==> config.mk <==
export PLATFORM = sky130hd
export DESIGN_NAME = dual_triangle_tone_synth
export DESIGN_NICKNAME = d
export VERILOG_FILES = /design/src/rtl/dtts_pkg.sv /design/src/rtl/dtts_div.sv /design/src/rtl/dual_triangle_tone_synth.sv
export VERILOG_INCLUDE_DIRS = /design/src /design/src/rtl
export SDC_FILE = /design/constraint.sdc
export NUM_CORES = 2
export LEC_CHECK = 0
export BUFFER_PORTS_ARGS = -buffer_cell sky130_fd_sc_hd__buf_4
export CAP_MARGIN = 20
export CORE_MARGIN = 2
export CORE_UTILIZATION = 50
export CTS_BUF_LIST = sky130_fd_sc_hd__clkbuf_16
export CTS_CLUSTER_DIAMETER = 120
export DETAILED_ROUTE_END_ITERATION = 16
export PLACE_DENSITY_LB_ADDON = 0.12
export SLEW_MARGIN = 20
export SYNTH_ARGS = -nofsm -noshare
export SYNTH_HDL_FRONTEND = slang
export SYNTH_SLANG_ARGS = --single-unit
export TNS_END_PERCENT = 1
==> constraint.sdc <==
create_clock -name i_clk -period 8 [get_ports i_clk]
set_input_delay 0.4 -clock i_clk [delete_from_list [all_inputs] [get_ports i_clk]]
set_output_delay 0.4 -clock i_clk [all_outputs]
set_load 0.05 [all_outputs]
==> src/rtl/dual_triangle_tone_synth_macros.svh <==
// assertion macros for the dual triangle tone synth
// used by the top level only, no other dependencies
`ifndef DUAL_TRIANGLE_TONE_SYNTH_MACROS_SVH
`define DUAL_TRIANGLE_TONE_SYNTH_MACROS_SVH

`ifndef NO_ASSERTIONS

// same-cycle implication, clocked on i_clk, off while in reset
`define DTTS_ASSERT_SAME(lbl, ante, cons) \
    lbl: assert property (@(posedge i_clk) disable iff (!i_rst_n) (ante) |-> (cons)) \
        else $error("dtts assertion failed");

// next-cycle implication, clocked on i_clk, off while in reset
`define DTTS_ASSERT_NEXT(lbl, ante, cons) \
    lbl: assert property (@(posedge i_clk) disable iff (!i_rst_n) (ante) |=> (cons)) \
        else $error("dtts assertion failed");

`else

`define DTTS_ASSERT_SAME(lbl, ante, cons)
`define DTTS_ASSERT_NEXT(lbl, ante, cons)

`endif

`endif

==> src/rtl/dtts_pkg.sv <==
// shared types and constants for the dual triangle tone synth
// no dependencies; imported by dtts_div and dual_triangle_tone_synth
package dtts_pkg;

    localparam int DIV_NUM_W = 30;
    localparam int DIV_DEN_W = 16;
    localparam int DIV_CNT_W = 5;

    localparam logic [9:0]  FREQ_A_BASE = 10'd180;
    localparam logic [7:0]  FREQ_A_SPAN = 8'd240;
    localparam logic [9:0]  FREQ_B_BASE = 10'd270;

    localparam logic [15:0] RATE_RESET  = 16'd48000;
    localparam logic [15:0] TRI_OFFSET  = 16'd16384;
    localparam logic [14:0] ENV_PEAK    = 15'd16384;
    localparam logic [14:0] ENV_FULL    = 15'd32767;
    // ceil(2^18 / 5), reciprocal for the divide by five
    localparam logic [15:0] MIX_RECIP   = 16'd52429;

    // quotient bit counts for each division
    localparam logic [DIV_CNT_W-1:0] LEN_STEP = 5'd26;
    localparam logic [DIV_CNT_W-1:0] LEN_ENV  = 5'd30;

    // divider request, dividend left-aligned in num
    typedef struct packed {
        logic                 go;
        logic [DIV_NUM_W-1:0] num;
        logic [DIV_DEN_W-1:0] den;
        logic [DIV_CNT_W-1:0] len;
    } t_div_req;

    typedef struct packed {
        logic                 busy;
        logic                 done;
        logic [DIV_NUM_W-1:0] quot;
    } t_div_rsp;

endpackage

==> src/rtl/dtts_div.sv <==
// shared restoring divider, one quotient bit per cycle
// depends on dtts_pkg for the request and response structs
module dtts_div
    import dtts_pkg::*;
(
    input  logic     i_clk,
    input  logic     i_rst_n,
    input  t_div_req i_req,
    output t_div_rsp o_rsp
);

    logic [DIV_DEN_W-1:0] r_rem;
    logic [DIV_NUM_W-1:0] r_q;
    logic [DIV_DEN_W-1:0] r_den;
    logic [DIV_CNT_W-1:0] r_cnt;
    logic                 r_busy;
    logic                 r_done;

    logic [DIV_DEN_W:0]   trial;
    logic [DIV_DEN_W:0]   diff;
    logic                 ge;

    assign trial = {r_rem, r_q[DIV_NUM_W-1]};
    assign ge    = trial >= {1'b0, r_den};
    assign diff  = trial - {1'b0, r_den};

    always_ff @(posedge i_clk) begin
        if (!i_rst_n) begin
            r_busy <= 1'b0;
            r_done <= 1'b0;
        end else begin
            r_done <= 1'b0;
            if (i_req.go) begin
                r_rem  <= '0;
                r_q    <= i_req.num;
                r_den  <= i_req.den;
                r_cnt  <= i_req.len;
                r_busy <= 1'b1;
            end else if (r_busy) begin
                r_rem <= ge ? diff[DIV_DEN_W-1:0] : trial[DIV_DEN_W-1:0];
                r_q   <= {r_q[DIV_NUM_W-2:0], ge};
                r_cnt <= r_cnt - 1'b1;
                if (r_cnt == DIV_CNT_W'(1)) begin
                    r_busy <= 1'b0;
                    r_done <= 1'b1;
                end
            end
        end
    end

    assign o_rsp.busy = r_busy;
    assign o_rsp.done = r_done;
    assign o_rsp.quot = r_q;

endmodule

==> src/rtl/dual_triangle_tone_synth.sv <==
// channel    | handshake                 | payload
// -----------+---------------------------+--------------------------------
// tick in    | i_in_valid / o_in_stall   | i_tone_a_color, i_tone_b_color
// sample out | o_out_valid / i_out_stall | o_audio_sample
// config     | i_cfg_we                  | i_cfg_data (sample_rate)
//
// three divisions of 26, 26 and 30 quotient bits share one restoring divider in turn (no
// envelope division without a period, i.e. when sample_rate is below 2), then five steps
// of mix, scale and output load
// input stalls from acceptance until the sample is loaded, longer while a sample waits
// reset is synchronous and active low: sample_rate 48000, phases and envelope position cleared
//
// top level of the dual triangle tone synth
// depends on dtts_pkg, dtts_div and dual_triangle_tone_synth_macros.svh
`include "dual_triangle_tone_synth_macros.svh"

module dual_triangle_tone_synth
    import dtts_pkg::*;
(
    input  logic        i_clk,
    input  logic        i_rst_n,
    // configuration
    input  logic        i_cfg_we,
    input  logic [15:0] i_cfg_data,
    // tick input
    input  logic        i_in_valid,
    output logic        o_in_stall,
    input  logic [7:0]  i_tone_a_color,
    input  logic [7:0]  i_tone_b_color,
    // sample output
    output logic        o_out_valid,
    input  logic        i_out_stall,
    output logic signed [15:0] o_audio_sample
);

    typedef enum logic [3:0] {
        S_IDLE,
        S_DIV_A,
        S_DIV_B,
        S_DIV_ENV,
        S_MIX,
        S_DIV_MIX,
        S_MUL,
        S_SCALE,
        S_EMIT
    } t_state;

    t_state   r_state;
    t_div_req r_div_req;
    t_div_rsp div_rsp;

    // architectural state
    logic [15:0] r_rate;
    logic [15:0] r_phase_a;
    logic [15:0] r_phase_b;
    logic [15:0] r_pos;

    // per-request working registers
    logic [9:0]         r_fb;
    logic [14:0]        r_env;
    logic               r_neg;
    logic [16:0]        r_mix_abs;
    logic signed [15:0] r_mix;
    logic signed [29:0] r_prod;
    logic [14:0]        r_out_q;
    logic               r_out_valid;
    logic signed [15:0] r_sample;

    dtts_div u_div (
        .i_clk   (i_clk),
        .i_rst_n (i_rst_n),
        .i_req   (r_div_req),
        .o_rsp   (div_rsp)
    );

    // tone frequencies, colour a reduced mod 240 (colour b is always below 360)
    logic [7:0] a_mod;
    logic [9:0] freq_a;
    logic [9:0] freq_b;

    assign a_mod  = (i_tone_a_color >= FREQ_A_SPAN) ? (i_tone_a_color - FREQ_A_SPAN)
                                                    : i_tone_a_color;
    assign freq_a = FREQ_A_BASE + {2'b00, a_mod};
    assign freq_b = FREQ_B_BASE + {2'b00, i_tone_b_color};

    // phase step is the low half of the quotient, zero when the rate is zero
    logic [15:0] step;
    assign step = (r_rate == '0) ? '0 : div_rsp.quot[15:0];

    // envelope position, wrapped to zero if it sits at or past a lowered period
    logic [14:0] half;
    logic [14:0] pos_eff;
    logic [15:0] pos_inc;
    logic [29:0] env_num;

    assign half    = r_rate[15:1];
    assign pos_eff = (r_pos < {1'b0, half}) ? r_pos[14:0] : '0;
    assign pos_inc = {1'b0, pos_eff} + 16'd1;
    // pos * 32767 as a shift and subtract
    assign env_num = {pos_eff, 15'd0} - {15'd0, pos_eff};

    // envelope fold on the quotient
    logic [14:0] env_q;
    assign env_q = div_rsp.quot[14:0];

    // divider launches: phase steps for every request, envelope only with a period
    logic div_launch;
    logic emit;

    assign div_launch = ((r_state == S_IDLE) && i_in_valid) ||
                        ((r_state == S_DIV_A) && div_rsp.done) ||
                        ((r_state == S_DIV_B) && div_rsp.done && (half != '0));
    // the output register is free or is being emptied this cycle
    assign emit       = (r_state == S_EMIT) && (!r_out_valid || !i_out_stall);

    // triangle folds of the updated phases
    logic signed [15:0] wave_a;
    logic signed [15:0] wave_b;
    logic signed [17:0] mix_sum;
    logic [16:0]        mix_abs;

    assign wave_a  = $signed({1'b0, (r_phase_a[15] ? ~r_phase_a[14:0] : r_phase_a[14:0])})
                   - $signed(TRI_OFFSET);
    assign wave_b  = $signed({1'b0, (r_phase_b[15] ? ~r_phase_b[14:0] : r_phase_b[14:0])})
                   - $signed(TRI_OFFSET);
    // 3a + 2b
    assign mix_sum = (18'(wave_a) <<< 1) + 18'(wave_a) + (18'(wave_b) <<< 1);
    assign mix_abs = mix_sum[17] ? 17'(-mix_sum) : mix_sum[16:0];

    // divide by five as a reciprocal multiply, exact for magnitudes below 2^18
    logic [32:0] mix_prod;
    logic [14:0] mix_q;

    assign mix_prod = {16'd0, r_mix_abs} * {17'd0, MIX_RECIP};
    assign mix_q    = mix_prod[32:18];

    // scaled product and its magnitude
    logic signed [31:0] prod_full;
    logic [28:0]        prod_abs;

    assign prod_full = r_mix * $signed({1'b0, r_env});
    assign prod_abs  = r_prod[29] ? 29'(-r_prod) : r_prod[28:0];

    // divide by 32767: (x + (x >> 15) + 1) >> 15, exact over the product range
    logic [29:0] out_sum;
    logic [14:0] out_q;

    assign out_sum = {1'b0, prod_abs} + {16'd0, prod_abs[28:15]} + 30'd1;
    assign out_q   = out_sum[29:15];

    always_ff @(posedge i_clk) begin
        if (!i_rst_n) begin
            r_state       <= S_IDLE;
            r_div_req.go  <= 1'b0;
            r_rate        <= RATE_RESET;
            r_phase_a     <= '0;
            r_phase_b     <= '0;
            r_pos         <= '0;
            r_out_valid   <= 1'b0;
        end else begin
            r_div_req.go <= div_launch;

            if (i_cfg_we) begin
                r_rate <= i_cfg_data;
            end

            // output register fills on emit, empties when downstream takes the sample
            if (emit) begin
                r_out_valid <= 1'b1;
            end else if (!i_out_stall) begin
                r_out_valid <= 1'b0;
            end

            case (r_state)
                S_IDLE: begin
                    if (i_in_valid) begin
                        r_fb          <= freq_b;
                        r_div_req.num <= {freq_a, 20'd0};
                        r_div_req.den <= r_rate;
                        r_div_req.len <= LEN_STEP;
                        r_state       <= S_DIV_A;
                    end
                end
                S_DIV_A: begin
                    if (div_rsp.done) begin
                        r_phase_a     <= r_phase_a + step;
                        r_div_req.num <= {r_fb, 20'd0};
                        r_div_req.den <= r_rate;
                        r_div_req.len <= LEN_STEP;
                        r_state       <= S_DIV_B;
                    end
                end
                S_DIV_B: begin
                    if (div_rsp.done) begin
                        r_phase_b <= r_phase_b + step;
                        if (half == '0) begin
                            // no envelope period: silent sample
                            r_env   <= '0;
                            r_pos   <= '0;
                            r_state <= S_MIX;
                        end else begin
                            r_div_req.num <= env_num;
                            r_div_req.den <= {1'b0, half};
                            r_div_req.len <= LEN_ENV;
                            r_pos         <= (pos_inc >= {1'b0, half}) ? '0 : pos_inc;
                            r_state       <= S_DIV_ENV;
                        end
                    end
                end
                S_DIV_ENV: begin
                    if (div_rsp.done) begin
                        r_env   <= (env_q > ENV_PEAK) ? (ENV_FULL - env_q) : env_q;
                        r_state <= S_MIX;
                    end
                end
                S_MIX: begin
                    r_neg     <= mix_sum[17];
                    r_mix_abs <= mix_abs;
                    r_state   <= S_DIV_MIX;
                end
                S_DIV_MIX: begin
                    r_mix   <= r_neg ? -$signed({1'b0, mix_q})
                                     :  $signed({1'b0, mix_q});
                    r_state <= S_MUL;
                end
                S_MUL: begin
                    r_prod  <= prod_full[29:0];
                    r_state <= S_SCALE;
                end
                S_SCALE: begin
                    r_neg   <= r_prod[29];
                    r_out_q <= out_q;
                    r_state <= S_EMIT;
                end
                S_EMIT: begin
                    if (emit) begin
                        r_sample <= r_neg ? -$signed({1'b0, r_out_q})
                                          :  $signed({1'b0, r_out_q});
                        r_state  <= S_IDLE;
                    end
                end
                default: begin
                    r_state <= S_IDLE;
                end
            endcase
        end
    end

    assign o_in_stall     = (r_state != S_IDLE);
    assign o_out_valid    = r_out_valid;
    assign o_audio_sample = r_sample;

    // a division is only launched into an idle divider
    `DTTS_ASSERT_SAME(a_div_go_idle, r_div_req.go, !div_rsp.busy)
    // a finished division only arrives while the sequencer waits for one
    `DTTS_ASSERT_SAME(a_done_in_wait, div_rsp.done,
        r_state == S_DIV_A || r_state == S_DIV_B || r_state == S_DIV_ENV)
    // an accepted tick starts a division and blocks further input
    `DTTS_ASSERT_NEXT(a_accept_launch, i_in_valid && !o_in_stall,
        r_div_req.go && o_in_stall)

endmodule
==> reports/results.tsv <==
stage	metric	value	unit
placement	place.gp.congestion	0.8851	
worst_hold_path	hold_class	in -> reg	
synth	synth.top_cell.area_share	0.2137	
global_routing	grt_max_degree	81	
synth	syn_area_per_cell	9.610	µm²
global_routing	grtUsageTotal	0.2315	
routing	viasPerCell	5.467	
timing	setup_viol	0	
timing	max_freq	0.1444	GHz
floorplanning	core_area	65390	µm²
critical_path	path_buf_inv	3	
clocking	htree_levels	2	
synth	ys_types	90	
synth	synth_area	32880	µm²
timing	tightest_slew	0.9413	ns
critical_path	path_delay_family	adder cells	
routing	vias	23510	
layout	fin_util	0.5393	
placement	port_buffers	54	
placement	dp_hpwl	61260	µm
critical_path	arrival	7.22	ns
floorplanning	num_rows	94	
critical_path	crit_slowest_cell	edfxtp_1	
timing	timing.final.crit_share	0.8658	
worst_hold_path	hold_depth	3	
floorplanning	io_pins	55	
floorplanning	die_x	260.4	µm
timing	grt_setup_unrepaired	false	
synth	yosys_warnings	0	
routing	route.detailed.drc	0	
timing	final.setup.tns	0	ns
critical_path	path_common_cell	fa_1	
layout	seq_area	8469	µm²
power	powerDensity	134.1	nW/µm²
synth	synth_commonest_cells	inv_1, ha_1, fa_1	
routing	first_iter_violations	1672	
layout	fin_nets	4112	
synth	synth_edf_count	234	
power	leakagePower	16.18	nW
critical_path	path_cells	nand2_1 > fa_1 > inv_1 > fa_1 > fa_1 > fa_1 > inv_1 > fa_1 > inv_1 > fa_1 > ha_1 > a21o_1 > a211oi_1 > o21ai_0 > a221oi_1 > o21ai_1 > nor4_1 > or4_1 > nand4b_1 > a21oi_1 > xnor2_1	
floorplanning	die-area	67820	µm²
layout	antenna_cells	0	
clocking	clkSinkCount	306	
clocking	numCtsBuffers	38	
clocking	cts_hold_buf	1	
layout	fin_area	35270	µm²
clocking	cts-root-buf	clkbuf_16	
routing	ant_nets	0	
floorplanning	initial_core_util	0.5028	
global_routing	grt_pass1_vias	24200	
power	irDropWorstVdd	0.1521	mV
clocking	worstSkewPairLatency	0.57	ns
synth	yosys.area.top_type	edfxtp_1	
synth	synth_flop_cell	edfxtp_1	
synth	ys_ff_latch	306	
layout	multiInputGateArea	21990	µm²
critical_path	path_class	reg -> reg	
layout	drive_gt1_frac	0.05937	
synth	synth_most_common_cell	inv_1	
global_routing	overflow	0	
routing	wl_per_cell	17.81	µm
clocking	clk_pin_slew	0.06	ns
timing	maxSlewHeadroom	0.3683	
power	power	4.730	mW
placement	place_area	34060	µm²
clocking	cts_resized	0	
critical_path	reg2reg_slack	1.07	ns
critical_path	crit_fanout	16	
timing	hold_viol_final	0	
critical_path	start_kind	flip-flop	
timing	hold_slack	0.04827	ns
synth	synth_area_leaders	edfxtp_1, fa_1, ha_1	
critical_path	required	8.29	ns
routing	firstDrtPassIters	5	
critical_path	r2r_cells	21	
critical_path	end_kind	flip-flop	
global_routing	antenna_found_initial	0	
timing	final_max_slew_viol_count	0	
timing	period_needed	6.926	ns
layout	fillers	5891	
synth	synthCells	3421	
critical_path	slowest_delay	0.70	ns
layout	area_growth	7.269	%
clocking	cts_tree	done	
timing	finClkSkew	0.02883	ns
clocking	clockBufferDepth	3	
routing	routed_wl	76580	µm
synth	yosysSeqAreaShare	0.2576	
job	maxCapViolCount	0	
floorplanning	die_y	260.4	µm
status	status	completed	
global_routing	grt_pass1_wl	125600	µm
critical_path	cp.depth	21	
synth	ys_async_sr_fraction	0	
clocking	cts_setup_buffers	0	
synth	synth_fp_nets	4124	
==> sequential cells by signal (all words and copies together) (netlist names) <==
signal	flops
r_neg	1
r_pos	16
o_out_valid	1
u_div.r_cnt	5
o_audio_sample	16
r_phase_b	16
u_div.r_den	16
r_div_req	48
r_fb	10
r_env	15
r_out_q	15
u_div.r_done	1
r_state	4
u_div.r_busy	1
r_prod	30
r_phase_a	16
u_div.r_q	30
u_div.r_rem	16
r_mix	16
r_mix_abs	17
r_rate	16
==> metrics by stage <==
step / setup slack [ns] / instances
detailed placement: 1.146 / 4232
finish: 1.074 / 4300
floorplan: 1.746 / 3421
global route: 0.6165 / 4300
global placement: 1.200 / 4232
CTS: 1.093 / 4300
==> logic make-up after synthesis <==
kind of cell / synth area share
AND/OR/NAND/NOR: 0.1505
AO/OA/AOI/OAI: 0.1015
flip-flops: 0.2576
buffers and inverters: 0.07436
multiplexers: 0.01922
XOR/XNOR: 0.06923
adder cells (fa/ha/maj): 0.3277
==> per-layer routing <==
layer  global-route usage  vias up  wire length [µm]
met3              0.02341       93              3091
met4              0.05905        0              1749
met2               0.3927      468             36980
met1               0.3180    11600             34760
met5                    0        -                 0
li1                     -    11350                 -
==> final timing paths <==
| check | from | end |
|---|---|---|
| setup reg to reg | r_env[6] | r_prod[28] |
| hold reg to reg | r_div_req[16] | u_div.r_den[11] |
| hold / removal | i_cfg_data[12] | r_rate[12] |
| setup / recovery | r_env[6] | r_prod[28] |
==> layout make-up <==
class                           instances  area share
Clock inverter                         29    0.006989
Timing Repair Buffer                   75     0.01604
Tap cell                              864     0.03065
Inverter                              522     0.05556
Clock buffer                           38     0.02696
Multi-Input combinational cell       2466      0.6236
Sequential cell                       306      0.2402
==> power breakdown <==
part	internal [mW]	total, mW	switching (mW)	leakage (nW)
sequential	1.84	1.89	0.0509	2.75
clock	0.965	1.67	0.701	0.595
combinational	0.484	1.17	0.687	12.8
total	3.29	4.73	1.44	16.2
==> worst min-delay path: stages <==
cell	delay, ns
buf_4	0.08
nand2_1	0.04
o211ai_1	0.06
==> layout by cell type (no fill, tap or decap), types with 71 or more instances in the layout <==
master    Yosys  final
and2_1      173    173
edfxtp_1    234    234
nand2_1     312    312
inv_1       521    528
ha_1        341    341
buf_4         0     74
xnor2_1     153    153
a21oi_1      92     91
xor2_1      105    105
nor2_1      200    199
dfxtp_1      72     71
o21ai_0     103    103
fa_1        325    325
No activity file was read; power rests on OpenSTA's default activity.
